File: src/lsm_pkg.sv
package lsm_pkg;

    localparam int TEXT_W      = 8;
    localparam int INDEX_W     = 32;
    localparam int PAT_BYTES   = 16;
    localparam int LEN_W       = 5;
    localparam int ADDR_W      = 5;
    localparam int DATA_W      = 64;
    localparam int QUEUE_DEPTH = 4;

    localparam logic [TEXT_W-1:0] NEWLINE     = 8'd10;
    localparam logic [TEXT_W-1:0] UPPER_FIRST = 8'h41;
    localparam logic [TEXT_W-1:0] UPPER_LAST  = 8'h5A;
    localparam logic [TEXT_W-1:0] CASE_OFFSET = 8'd32;

    localparam logic [INDEX_W-1:0] INDEX_FIRST = 32'd1;
    localparam logic [INDEX_W-1:0] INDEX_MAX   = 32'hFFFF_FFFF;

    localparam logic [1:0] REG_PAT_LOW  = 2'd0;
    localparam logic [1:0] REG_PAT_HIGH = 2'd1;
    localparam logic [1:0] REG_PAT_LEN  = 2'd2;
    localparam logic [1:0] REG_FOLD     = 2'd3;

    typedef struct packed {
        logic [8*PAT_BYTES-1:0] pattern;
        logic [LEN_W-1:0]       length;
        logic                   fold;
    } t_cfg;

    // Moves A-Z to lower case when folding is enabled.
    function automatic logic [TEXT_W-1:0] fold_byte(input logic [TEXT_W-1:0] c,
                                                    input logic fold);
        if (fold && c >= UPPER_FIRST && c <= UPPER_LAST) begin
            return c + CASE_OFFSET;
        end
        return c;
    endfunction

endpackage

File: src/lsm_if.sv
interface lsm_in_if;
    logic       valid;
    logic       ready;
    logic [7:0] text_byte;
    logic       final_byte;

    modport source (output valid, output text_byte, output final_byte, input ready);
    modport sink (input valid, input text_byte, input final_byte, output ready);
endinterface

interface lsm_out_if;
    logic        valid;
    logic        ready;
    logic        line_hit;
    logic [31:0] line_index;
    logic        stream_done;

    modport source (output valid, output line_hit, output line_index, output stream_done,
                    input ready);
    modport sink (input valid, input line_hit, input line_index, input stream_done,
                  output ready);
endinterface

File: src/lsm_regs.sv
module lsm_regs (
    input  logic                         i_clk,
    input  logic                         i_rst_n,
    input  logic                         i_psel,
    input  logic                         i_penable,
    input  logic                         i_pwrite,
    input  logic [lsm_pkg::ADDR_W-1:0]   i_paddr,
    input  logic [lsm_pkg::DATA_W-1:0]   i_pwdata,
    output logic [lsm_pkg::DATA_W-1:0]   o_prdata,
    output logic                         o_pready,
    output lsm_pkg::t_cfg                o_cfg
);

    logic [1:0]    w_index;
    logic          w_write;
    lsm_pkg::t_cfg r_cfg;

    // Registers sit on 8-byte boundaries.
    assign w_index  = i_paddr[4:3];
    assign w_write  = i_psel && i_penable && i_pwrite;
    assign o_pready = 1'b1;
    assign o_cfg    = r_cfg;

    always_ff @(posedge i_clk) begin
        if (!i_rst_n) begin
            r_cfg <= '0;
        end else if (w_write) begin
            unique case (w_index)
                lsm_pkg::REG_PAT_LOW:  r_cfg.pattern[63:0]   <= i_pwdata;
                lsm_pkg::REG_PAT_HIGH: r_cfg.pattern[127:64] <= i_pwdata;
                lsm_pkg::REG_PAT_LEN:  r_cfg.length <= i_pwdata[lsm_pkg::LEN_W-1:0];
                lsm_pkg::REG_FOLD:     r_cfg.fold   <= i_pwdata[0];
                default:               r_cfg <= r_cfg;
            endcase
        end
    end

    always_comb begin
        unique case (w_index)
            lsm_pkg::REG_PAT_LOW:  o_prdata = r_cfg.pattern[63:0];
            lsm_pkg::REG_PAT_HIGH: o_prdata = r_cfg.pattern[127:64];
            lsm_pkg::REG_PAT_LEN:  o_prdata = 64'(r_cfg.length);
            lsm_pkg::REG_FOLD:     o_prdata = 64'(r_cfg.fold);
            default:               o_prdata = '0;
        endcase
    end

endmodule

File: src/lsm_front.sv
module lsm_front #(
    parameter int PATTERN_MAX = 16
) (
    lsm_in_if.sink                  i_text,
    input  lsm_pkg::t_cfg           i_cfg,
    input  logic                    i_q_ready,
    output logic                    o_q_valid,
    output logic [PATTERN_MAX+1:0]  o_q_data
);

    logic [lsm_pkg::TEXT_W-1:0] w_char;
    logic [PATTERN_MAX-1:0]     w_eq;
    logic                       w_eol;

    assign w_char = lsm_pkg::fold_byte(i_text.text_byte, i_cfg.fold);

    // Folding never turns another byte into a newline, so the raw byte decides.
    assign w_eol = (i_text.text_byte == lsm_pkg::NEWLINE) || i_text.final_byte;

    for (genvar k = 0; k < PATTERN_MAX; k++) begin : g_cmp
        if (k < lsm_pkg::PAT_BYTES) begin : g_stored
            assign w_eq[k] = lsm_pkg::fold_byte(i_cfg.pattern[8*k +: 8], i_cfg.fold)
                             == w_char;
        end else begin : g_zero
            // Positions beyond the stored bytes hold a zero byte.
            assign w_eq[k] = (w_char == '0);
        end
    end

    assign i_text.ready = i_q_ready;
    assign o_q_valid    = i_text.valid;
    assign o_q_data     = {i_text.final_byte, w_eol, w_eq};

endmodule

File: src/lsm_queue.sv
module lsm_queue #(
    parameter int WIDTH = 18
) (
    input  logic             i_clk,
    input  logic             i_rst_n,
    input  logic             i_push,
    input  logic [WIDTH-1:0] i_data,
    output logic             o_ready,
    input  logic             i_pop,
    output logic             o_valid,
    output logic [WIDTH-1:0] o_data
);

    localparam int PTR_W = $clog2(lsm_pkg::QUEUE_DEPTH);
    localparam int CNT_W = $clog2(lsm_pkg::QUEUE_DEPTH + 1);

    logic [WIDTH-1:0] r_mem [lsm_pkg::QUEUE_DEPTH];
    logic [PTR_W-1:0] r_wr;
    logic [PTR_W-1:0] r_rd;
    logic [CNT_W-1:0] r_count;
    logic             w_push;
    logic             w_pop;

    assign o_ready = (r_count != CNT_W'(lsm_pkg::QUEUE_DEPTH));
    assign o_valid = (r_count != '0);
    assign o_data  = r_mem[r_rd];
    assign w_push  = i_push && o_ready;
    assign w_pop   = i_pop && o_valid;

    always_ff @(posedge i_clk) begin
        if (!i_rst_n) begin
            r_wr    <= '0;
            r_rd    <= '0;
            r_count <= '0;
        end else begin
            if (w_push) begin
                r_wr <= r_wr + PTR_W'(1);
            end
            if (w_pop) begin
                r_rd <= r_rd + PTR_W'(1);
            end
            if (w_push && !w_pop) begin
                r_count <= r_count + CNT_W'(1);
            end else if (w_pop && !w_push) begin
                r_count <= r_count - CNT_W'(1);
            end
        end
    end

    always_ff @(posedge i_clk) begin
        if (w_push) begin
            r_mem[r_wr] <= i_data;
        end
    end

endmodule

File: src/lsm_back.sv
module lsm_back #(
    parameter int PATTERN_MAX = 16
) (
    input  logic                    i_clk,
    input  logic                    i_rst_n,
    input  lsm_pkg::t_cfg           i_cfg,
    input  logic                    i_q_valid,
    input  logic [PATTERN_MAX+1:0]  i_q_data,
    output logic                    o_q_pop,
    lsm_out_if.source               o_line
);

    logic [PATTERN_MAX-1:0]      r_pm;
    logic                        r_hit;
    logic [lsm_pkg::INDEX_W-1:0] r_count;
    logic                        r_out_valid;
    logic                        r_out_hit;
    logic [lsm_pkg::INDEX_W-1:0] r_out_index;
    logic                        r_out_done;

    logic [PATTERN_MAX-1:0]      w_eq;
    logic                        w_eol;
    logic                        w_last;
    logic [PATTERN_MAX-1:0]      w_pm_next;
    logic                        w_len_hit;
    logic                        w_hit_next;
    logic                        w_pop;

    assign w_eq   = i_q_data[PATTERN_MAX-1:0];
    assign w_eol  = i_q_data[PATTERN_MAX];
    assign w_last = i_q_data[PATTERN_MAX+1];

    // Ordinary bytes always drain; a line end needs the output register free.
    assign w_pop   = i_q_valid && (!w_eol || !r_out_valid || o_line.ready);
    assign o_q_pop = w_pop;

    assign w_pm_next = ((r_pm << 1) | PATTERN_MAX'(1)) & w_eq;

    always_comb begin
        int len_i;
        len_i     = int'(i_cfg.length);
        w_len_hit = 1'b0;
        for (int k = 0; k < PATTERN_MAX; k++) begin
            if ((len_i == k + 1) || (len_i > PATTERN_MAX && k == PATTERN_MAX - 1)) begin
                w_len_hit = w_len_hit | w_pm_next[k];
            end
        end
    end

    assign w_hit_next = r_hit || (i_cfg.length == '0) || w_len_hit;

    always_ff @(posedge i_clk) begin
        if (!i_rst_n) begin
            r_pm        <= '0;
            r_hit       <= 1'b0;
            r_count     <= lsm_pkg::INDEX_FIRST;
            r_out_valid <= 1'b0;
        end else begin
            if (w_pop && w_eol) begin
                r_out_valid <= 1'b1;
            end else if (o_line.ready) begin
                r_out_valid <= 1'b0;
            end
            if (w_pop) begin
                if (w_eol) begin
                    r_pm        <= '0;
                    r_hit       <= 1'b0;
                    if (w_last) begin
                        r_count <= lsm_pkg::INDEX_FIRST;
                    end else if (r_count != lsm_pkg::INDEX_MAX) begin
                        r_count <= r_count + 32'd1;
                    end
                end else begin
                    r_pm  <= w_pm_next;
                    r_hit <= w_hit_next;
                end
            end
        end
    end

    always_ff @(posedge i_clk) begin
        if (w_pop && w_eol) begin
            r_out_hit   <= w_hit_next;
            r_out_index <= r_count;
            r_out_done  <= w_last;
        end
    end

    assign o_line.valid       = r_out_valid;
    assign o_line.line_hit    = r_out_hit;
    assign o_line.line_index  = r_out_index;
    assign o_line.stream_done = r_out_done;

`ifndef SYNTHESIS
    a_clear_after_line: assert property (@(posedge i_clk) disable iff (!i_rst_n)
        (w_pop && w_eol) |=> (r_pm == '0 && !r_hit))
        else $error("match state not cleared after a line end");

    a_empty_pattern_hits: assert property (@(posedge i_clk) disable iff (!i_rst_n)
        (w_pop && w_eol && i_cfg.length == '0) |=> (r_out_valid && r_out_hit))
        else $error("empty pattern did not report a hit");

    a_count_step: assert property (@(posedge i_clk) disable iff (!i_rst_n)
        (w_pop && w_eol && !w_last && r_count != lsm_pkg::INDEX_MAX)
        |=> (r_count == $past(r_count) + 32'd1))
        else $error("line counter did not advance");

    a_count_restart: assert property (@(posedge i_clk) disable iff (!i_rst_n)
        (w_pop && w_eol && w_last) |=> (r_count == lsm_pkg::INDEX_FIRST))
        else $error("line counter did not restart after the final line");
`endif

endmodule

File: src/line_substring_matcher.sv
// Per-line substring search over a byte stream. Each input transaction carries one
// text byte and a flag that marks the last byte of the text; a line ends at a
// newline byte (which itself takes part in the compare) or at the marked byte,
// and then one output transaction reports whether the configured pattern of up to
// sixteen bytes occurred in the line, the 1-based line number (saturating at the
// 32-bit maximum) and whether this was the final line, after which numbering
// restarts at one. The block takes one byte per clock cycle unless stalled: the front
// end compares the byte against every pattern position in parallel and writes the
// result into a four-entry queue, and the back end consumes one queue entry per
// cycle with a shift-and update, but a line end waits while the output register
// holds a result that is not taken. A result passes through a queue entry and then
// the output register. Bytes stop being accepted only when such a result waits
// and the queue is full behind it. There is no clearing pass after reset. Configuration
// is through an APB port with 64-bit registers at byte addresses 0, 8, 16 and 24
// (pattern bytes 0-7, pattern bytes 8-15, pattern length, case folding) and must
// be written while the block is idle; a length above PATTERN_MAX acts as
// PATTERN_MAX, and length zero matches every line.
module line_substring_matcher #(
    parameter int PATTERN_MAX = 16
) (
    input  logic                         i_clk,
    input  logic                         i_rst_n,
    input  logic                         psel,
    input  logic                         penable,
    input  logic                         pwrite,
    input  logic [lsm_pkg::ADDR_W-1:0]   paddr,
    input  logic [lsm_pkg::DATA_W-1:0]   pwdata,
    output logic [lsm_pkg::DATA_W-1:0]   prdata,
    output logic                         pready,
    lsm_in_if.sink                       i_text,
    lsm_out_if.source                    o_line
);

    localparam int ENTRY_W = PATTERN_MAX + 2;

    lsm_pkg::t_cfg       w_cfg;
    logic                w_push;
    logic [ENTRY_W-1:0]  w_push_data;
    logic                w_q_ready;
    logic                w_q_valid;
    logic [ENTRY_W-1:0]  w_q_data;
    logic                w_pop;

    // Configuration registers and read-back.
    lsm_regs u_regs (
        .i_clk     (i_clk),
        .i_rst_n   (i_rst_n),
        .i_psel    (psel),
        .i_penable (penable),
        .i_pwrite  (pwrite),
        .i_paddr   (paddr),
        .i_pwdata  (pwdata),
        .o_prdata  (prdata),
        .o_pready  (pready),
        .o_cfg     (w_cfg)
    );

    // The front end folds the byte, compares it with all pattern positions and
    // tags line ends. Each accepted transaction becomes one queue entry.
    lsm_front #(
        .PATTERN_MAX (PATTERN_MAX)
    ) u_front (
        .i_text    (i_text),
        .i_cfg     (w_cfg),
        .i_q_ready (w_q_ready),
        .o_q_valid (w_push),
        .o_q_data  (w_push_data)
    );

    // The queue lets the input keep flowing while a result waits at the output.
    lsm_queue #(
        .WIDTH (ENTRY_W)
    ) u_queue (
        .i_clk   (i_clk),
        .i_rst_n (i_rst_n),
        .i_push  (w_push),
        .i_data  (w_push_data),
        .o_ready (w_q_ready),
        .i_pop   (w_pop),
        .o_valid (w_q_valid),
        .o_data  (w_q_data)
    );

    // The back end holds the partial match vector, the hit flag and the line
    // counter, and loads the output register at each line end.
    lsm_back #(
        .PATTERN_MAX (PATTERN_MAX)
    ) u_back (
        .i_clk     (i_clk),
        .i_rst_n   (i_rst_n),
        .i_cfg     (w_cfg),
        .i_q_valid (w_q_valid),
        .i_q_data  (w_q_data),
        .o_q_pop   (w_pop),
        .o_line    (o_line)
    );

endmodule

File: src/flat_wrapper.sv
// flat-port wrapper written by rule: the top's interface ports become plain ports
module line_substring_matcher_flat 
#(
    parameter int PATTERN_MAX = 16
)
  (i_clk, i_rst_n, psel, penable, pwrite, paddr, pwdata, prdata, pready, i_text_valid, i_text_text_byte, i_text_final_byte, i_text_ready, o_line_valid, o_line_line_hit, o_line_line_index, o_line_stream_done, o_line_ready);
  lsm_in_if i_text_i ();
  lsm_out_if o_line_i ();
  input  logic i_clk;
  input  logic i_rst_n;
  input  logic psel;
  input  logic penable;
  input  logic pwrite;
  input  logic [lsm_pkg::ADDR_W-1:0] paddr;
  input  logic [lsm_pkg::DATA_W-1:0] pwdata;
  output logic [lsm_pkg::DATA_W-1:0] prdata;
  output logic pready;
  input wire logic [$bits(i_text_i.valid)-1:0] i_text_valid;
  input wire logic [$bits(i_text_i.text_byte)-1:0] i_text_text_byte;
  input wire logic [$bits(i_text_i.final_byte)-1:0] i_text_final_byte;
  output wire logic [$bits(i_text_i.ready)-1:0] i_text_ready;
  output wire logic [$bits(o_line_i.valid)-1:0] o_line_valid;
  output wire logic [$bits(o_line_i.line_hit)-1:0] o_line_line_hit;
  output wire logic [$bits(o_line_i.line_index)-1:0] o_line_line_index;
  output wire logic [$bits(o_line_i.stream_done)-1:0] o_line_stream_done;
  input wire logic [$bits(o_line_i.ready)-1:0] o_line_ready;
  assign i_text_i.valid = i_text_valid;
  assign i_text_i.text_byte = i_text_text_byte;
  assign i_text_i.final_byte = i_text_final_byte;
  assign i_text_ready = i_text_i.ready;
  assign o_line_valid = o_line_i.valid;
  assign o_line_line_hit = o_line_i.line_hit;
  assign o_line_line_index = o_line_i.line_index;
  assign o_line_stream_done = o_line_i.stream_done;
  assign o_line_i.ready = o_line_ready;
  line_substring_matcher #(.PATTERN_MAX(PATTERN_MAX)) u_core (.i_clk(i_clk), .i_rst_n(i_rst_n), .psel(psel), .penable(penable), .pwrite(pwrite), .paddr(paddr), .pwdata(pwdata), .prdata(prdata), .pready(pready), .i_text(i_text_i), .o_line(o_line_i));
endmodule
File: config.mk
export PLATFORM = sky130hd
export DESIGN_NAME = line_substring_matcher_flat
export DESIGN_NICKNAME = d
export VERILOG_FILES = /design/src/lsm_pkg.sv /design/src/lsm_if.sv /design/src/lsm_regs.sv /design/src/lsm_front.sv /design/src/lsm_queue.sv /design/src/lsm_back.sv /design/src/line_substring_matcher.sv /design/src/flat_wrapper.sv
export SDC_FILE = /design/constraint.sdc
export NUM_CORES = 1
export LEC_CHECK = 0
export ABC_AREA = 1
export BUFFER_PORTS_ARGS = -buffer_cell sky130_fd_sc_hd__buf_4
export CORE_MARGIN = 5
export CORE_UTILIZATION = 54
export DETAILED_ROUTE_END_ITERATION = 7
export GPL_ROUTABILITY_DRIVEN = 0
export HOLD_SLACK_MARGIN = 0.1
export PLACE_DENSITY = 0.79
export SLEW_MARGIN = 20
export SYNTH_ARGS = -nofsm -noshare
export SYNTH_HDL_FRONTEND = slang
export SYNTH_SLANG_ARGS = --single-unit
File: constraint.sdc
create_clock -name i_clk -period 3.17 [get_ports i_clk]
set_input_delay 0 -clock i_clk [delete_from_list [all_inputs] [get_ports i_clk]]
set_output_delay 0 -clock i_clk [all_outputs]
set_load 0.005 [all_outputs]
* Word-level counts from Yosys, hierarchy flattened
Memory sizes are Yosys's and may differ from the RTL's. A register that Yosys moved wholly into a read port is not among the register bits. Index checks and enable logic that the tools add are counted.
Word-level totals: bits in registers 224, memory bits (writable) 72, bits of input ports 85, logic and storage cells 269, memories kept 1
Cells by class: add/sub/neg operators 22, $lt $le $gt $ge 35, equal/unequal tests 38, mux-type cells 80, bitwise logic cells 16, reductions and logical operators 63
Memories:
- u_core.u_queue.r_mem | words 4, width 18, rd ports 1, clocked after memory_dff 1, wr ports 1, line lsm_queue.sv:17 | logic [WIDTH-1:0] r_mem [lsm_pkg::QUEUE_DEPTH];
Operators with widths (number):
- 8-bit two-way mux | 34
- 64-bit one-hot mux with 4 select lines | 1
- 8-bit by 6-bit adder with 8-bit output, second input constant | 17
- 8-bit by 7-bit >= comparator with 1-bit output, second input constant | 17
- 8-bit by 7-bit less-or-equal comparator with 1-bit output, second input constant | 17
- 8-bit equality test | 16
- 32-bit two-way mux | 2
- 5-bit equality test, second input constant | 9
- 1-bit logical AND | 42
- 1-bit two-way mux | 38
- 32-bit by 1-bit adder with 32-bit output, second input constant | 1
- 32-bit inequality test, second input constant | 1
- 5-bit by 4-bit equality test with 1-bit output, second input constant | 4
- 16-bit bitwise AND | 1
- 15-bit two-way mux | 1
- 1-bit bitwise OR | 15
- 5-bit by 3-bit equality test with 1-bit output, second input constant | 2
- 8-bit by 4-bit equality test with 1-bit output, second input constant | 1
- 2-bit AND reduction | 4
- 1-bit logical OR | 6
- 3-bit two-way mux | 2
- 2-bit nonzero test | 3
- 5-bit by 2-bit equality test with 1-bit output, second input constant | 1
- 5-bit > comparator, second input constant | 1
- other kinds (12) | 18

* Depth between registers and ports, before layout
depth in word-level cells 34, mapped depth 17

* By module
Synthesis repeated with hierarchy kept, for this count alone.
Second synthesis, totals: cells, all modules 2399, area total of the unflattened synthesis 17202.7 µm²
Modules (own cells, without submodules):
- lsm_regs | times used 1, cells an instance 902, area each 6200.9 µm², seq. area each 2682.6 µm²
- lsm_back | times used 1, cells an instance 521, area each 4040.1 µm², seq. area each 2001.9 µm²
- lsm_front | times used 1, cells an instance 734, area each 3712.3 µm², seq. area each 0.0 µm²
- lsm_queue | times used 1, cells an instance 242, area each 3249.4 µm², seq. area each 2342.2 µm²

* Worst setup path before layout
No wires, ideal clock.
path type flip-flop to flip-flop, start register with a tool-made name, end register u_core.u_queue.r_count[2], setup time 0.122 ns, arrival 2.276 ns, required time 3.048 ns, setup slack 0.772 ns, cell stages (with the launch flop) 15, path buffers 2, clock period less this slack 2.398 ns, cells stage by stage dfxtp_1 > buf_6 > inv_4 > nor2_1 > o21ai_2 > nand3_2 > nand2_4 > clkbuf_1 > ha_1 > inv_1 > fa_1 > a21oi_1 > o21ai_0 > o21ai_0 > a21oi_1
RTL lines:
- to (signal assigned) | line lsm_queue.sv:43 | r_count <= r_count + CNT_W'(1);
- to (signal assigned) | line lsm_queue.sv:45 | r_count <= r_count - CNT_W'(1);
- to (decl) | line lsm_queue.sv:20 | logic [CNT_W-1:0] r_count;

* Final worst setup path
start register u_core.u_regs.r_cfg, in the netlist u_core.u_regs.o_cfg[0], end memory u_core.u_queue.r_mem[3][8], data pin
On the way: longest elaborated chain between the ends 5, elaborated cells between the ends (all ways) 9, classes of those cells eq/ne (1); mux (4); reduce/logical (4)
Ends and longest elaborated chain:
- from (decl) | line lsm_regs.sv:16 | lsm_pkg::t_cfg r_cfg;
- from (signal assigned) | line lsm_regs.sv:33 | default: r_cfg <= r_cfg;
- 1-bit logical AND (2 in a row) | line lsm_pkg.sv:33 | if (fold && c >= UPPER_FIRST && c <= UPPER_LAST) begin
- 1-bit two-way mux | line lsm_pkg.sv:33
- 8-bit two-way mux | line lsm_pkg.sv:36 | return c;
- 8-bit equality test * | line lsm_front.sv:23 | == w_char;
- net u_core.u_front.o_q_data[8] | line lsm_front.sv:8 | output logic [PATTERN_MAX+1:0] o_q_data
- to (decl) | line lsm_queue.sv:17
Mark *: on every way through the listed nets, which the timed path passes. The rest lies on a longest branch.

==> results.md <==
- Status: finished with violations
- Failing checks: design-rule violations
- Slew headroom: a little under 50%
- WP data arrival: between 2000 and 3000 ps
- Setup TNS: 0 ps
- Max VDD drop: about 0.57 mV
- CP Class: reg -> reg
- Fin. Hold Viols: 0
- Via count: ~15000
- Area of the mapped netlist: approximately 0.015 mm^2
- Max-Cap Viols: 0
- Post-route ant nets: 0
- CTS tree: yes
- Die Height: around 180 um
- Worst Setup Start Kind: flop
- Most common cell after layout, fill and taps aside: nand2_1
- Syn-to-layout area delta: 22.6%
- Synth unique cells: 51
- Num Clock Sinks: 298
- Layout cells sized above 1: about 14%
- Ys async rst share: 0%
- Port Buffer Count: 181
- Syn_nets: ~2000
- DPL Wire Length: 30000 um
- Synth warn: 0
- Initial antenna violation count: 2
- Starting DRC count in detailed routing: slightly below 2000
- Post-CTS sizing: 0
- P per Cell Area: 583 mW/mm^2
- Tightest Hold Check Type: in -> reg
- CTS Root Buffer Type: clkbuf_16
- GRT Overall Usage: 28.4%
- DRC: 18
- Synthesized flop and latch total: roughly 300
- Sequential area share after synthesis: between 40% and 50%
- Post-CTS Setup Inserts: 0
- Post-layout util: between 60% and 70%
- Core area: about 0.028 mm^2
- Clock Skew: slightly above 8 ps
- Starting Density: 54.4%
- Post-detailed-route wirelength per cell: 18.3 um
- Tightest Pin Transition: between 700 and 800 ps
- Die area: 0.0314 mm^2
- RSZ-0062 raised after global routing: no
- I/O Pins: 186
- H-tree depth: 1
- Total global routing overflow: 0
- DIE WIDTH: ~180 um
- Worst-case clock buffer depth: 3
- First-pass GRT wire length: 72400 um
- Post-route minimum period: about 2400 ps
- Commonest cells after routing, fill and taps aside: nand2_1, inv_1, buf_4
- WP data required: roughly 3400 ps
- First drt pass iteration count: 8
- Cells after synthesis: around 1900
- Leakage power: a little over 7 nW
- Largest net degree at the start of global routing: 69
- Part of the cycle the worst path needs: around three quarters
- Num CTS Buffers: 31
- Top FF cell, synth: dfxtp_1
- Max Fclk: a little over 0.4 GHz
- Post-synth EDFFs: approximately 110
- Slew Viols, Final: 0
- Worst-path maximum fanout: 16
- Clk_lat worst skew: about 560 ps
- Nets: ~2200
- Crit. End Element: flop
- FP Rows: between 60 and 70
- Setup violations, final: 0
- Detailed Route WL: ~46000 um
- Clock-pin slew on the worst setup and hold paths: approximately 60 ps
- Vias in the first global route: between 10000 and 15000
- Syn avg cell area: slightly below 8 um^2
- Vias per cell: ~5.9
[where the power goes]
group          internal, W  switching (W)
Clock              0.00213        0.00150
Sequential         0.00441       0.000169
Combinational     0.000866        0.00169
Total              0.00741        0.00336
[timing repair]
item                       CTS  global route
setup endpoints to repair    0             0
hold buffers                78             0
hold endpoints to repair   169             0
[cell usage after synthesis, types with 52 or more instances]
cell type,count,area share [%]
nor2_1,152,3.8
inv_1,222,5.5
edfxtp_1,106,21
clkbuf_1,58,1.4
o21ai_0,205,6.8
o22ai_1,79,3.3
nand3_1,119,3.9
xor2_1,69,4.0
dfxtp_1,192,25
a21oi_1,172,5.7
nand2_1,266,6.6
nor3_1,52,1.7
[worst max-delay path, stage by stage (launching register included)]
cell and delay [ps]:
dfxtp_1 340, inv_2 70, nor4_2 240, nand3_2 170, nand2_2 560, xor2_1 190, nor3_1 560
[area by class of cell]
class                      instances  area [um^2]
fill                            2131         9220
sequential                       298         7030
multi-input combinational       1268         6730
timing repair buffer             288         2360
inverter                         234          888
clock buffer                      38          812
tap                              378          473
clock inverter                    19          191
antenna                            2         5.00
[worst paths after layout]
kind	from	endpoint	slack, ps	cells after the start
setup / recovery	u_core.u_regs.o_cfg[0]	u_core.u_queue.r_mem[3][8]	730	6
hold / removal	penable	u_core.u_regs.o_cfg[0]	130	5
setup reg to reg	u_core.u_regs.o_cfg[0]	u_core.u_queue.r_mem[3][8]	730	6
hold reg to reg	u_core.u_queue.r_rd[1]	u_core.u_queue.r_rd[1]	470	2
[cell families after synthesis]
| kind of cell | count (synthesis) | share of synthesized area, % |
|---|---|---|
| compound gates | 499 | 18.3 |
| xor+xnor | 87 | 5.05 |
| fa+ha+maj | 24 | 2.04 |
| buf+inv | 329 | 8.79 |
| flops | 298 | 46.6 |
| other cells | 1 | 0.0249 |
| simple gates | 657 | 19.2 |
[routing by layer]
| metal | global-route usage [%] | vias to the layer above | part of all wire (%) |
|---|---|---|---|
| met1 | 38.5 | 6854 | 39 |
| met2 | 45.4 | 938 | 45 |
| met4 | 11.6 | 0 | 4.1 |
| met3 | 5.06 | 168 | 12 |
| li1 | - | 6930 | - |
| met5 | 0 | - | 0 |
[metrics by stage]
| stage | power [W] | setup slack [ps] | std cells | hold WS [ps] | cell area [um^2] |
|---|---|---|---|---|---|
| CTS | 0.0107 | 795 | 2523 | 114 | 18500 |
| global route | 0.0112 | 584 | 2525 | 221 | 18500 |
| detailed placement | 0.00709 | 819 | 2388 | 219 | 16700 |
| global placement | 0.00702 | 842 | 2388 | 217 | 16700 |
| floorplan | 0.00622 | 772 | 1895 | 98.9 | 15100 |
| finish | 0.0108 | 733 | 2525 | 128 | 18500 |
[state kept, by name (all words and copies together) (netlist names), named ones only]
register	cells
u_core.u_back.r_pm	15
u_core.u_back.o_line.stream_done	1
u_core.u_queue.r_wr	2
u_core.u_back.o_line.line_index	32
u_core.u_back.r_hit	1
u_core.u_back.o_line.line_hit	1
u_core.u_queue.r_rd	2
u_core.u_queue.r_count	3
u_core.u_back.r_count	32
u_core.u_queue.r_mem	72
u_core.u_back.o_line.valid	1
u_core.u_regs.o_cfg	134
(Power assumes the default switching activity.)
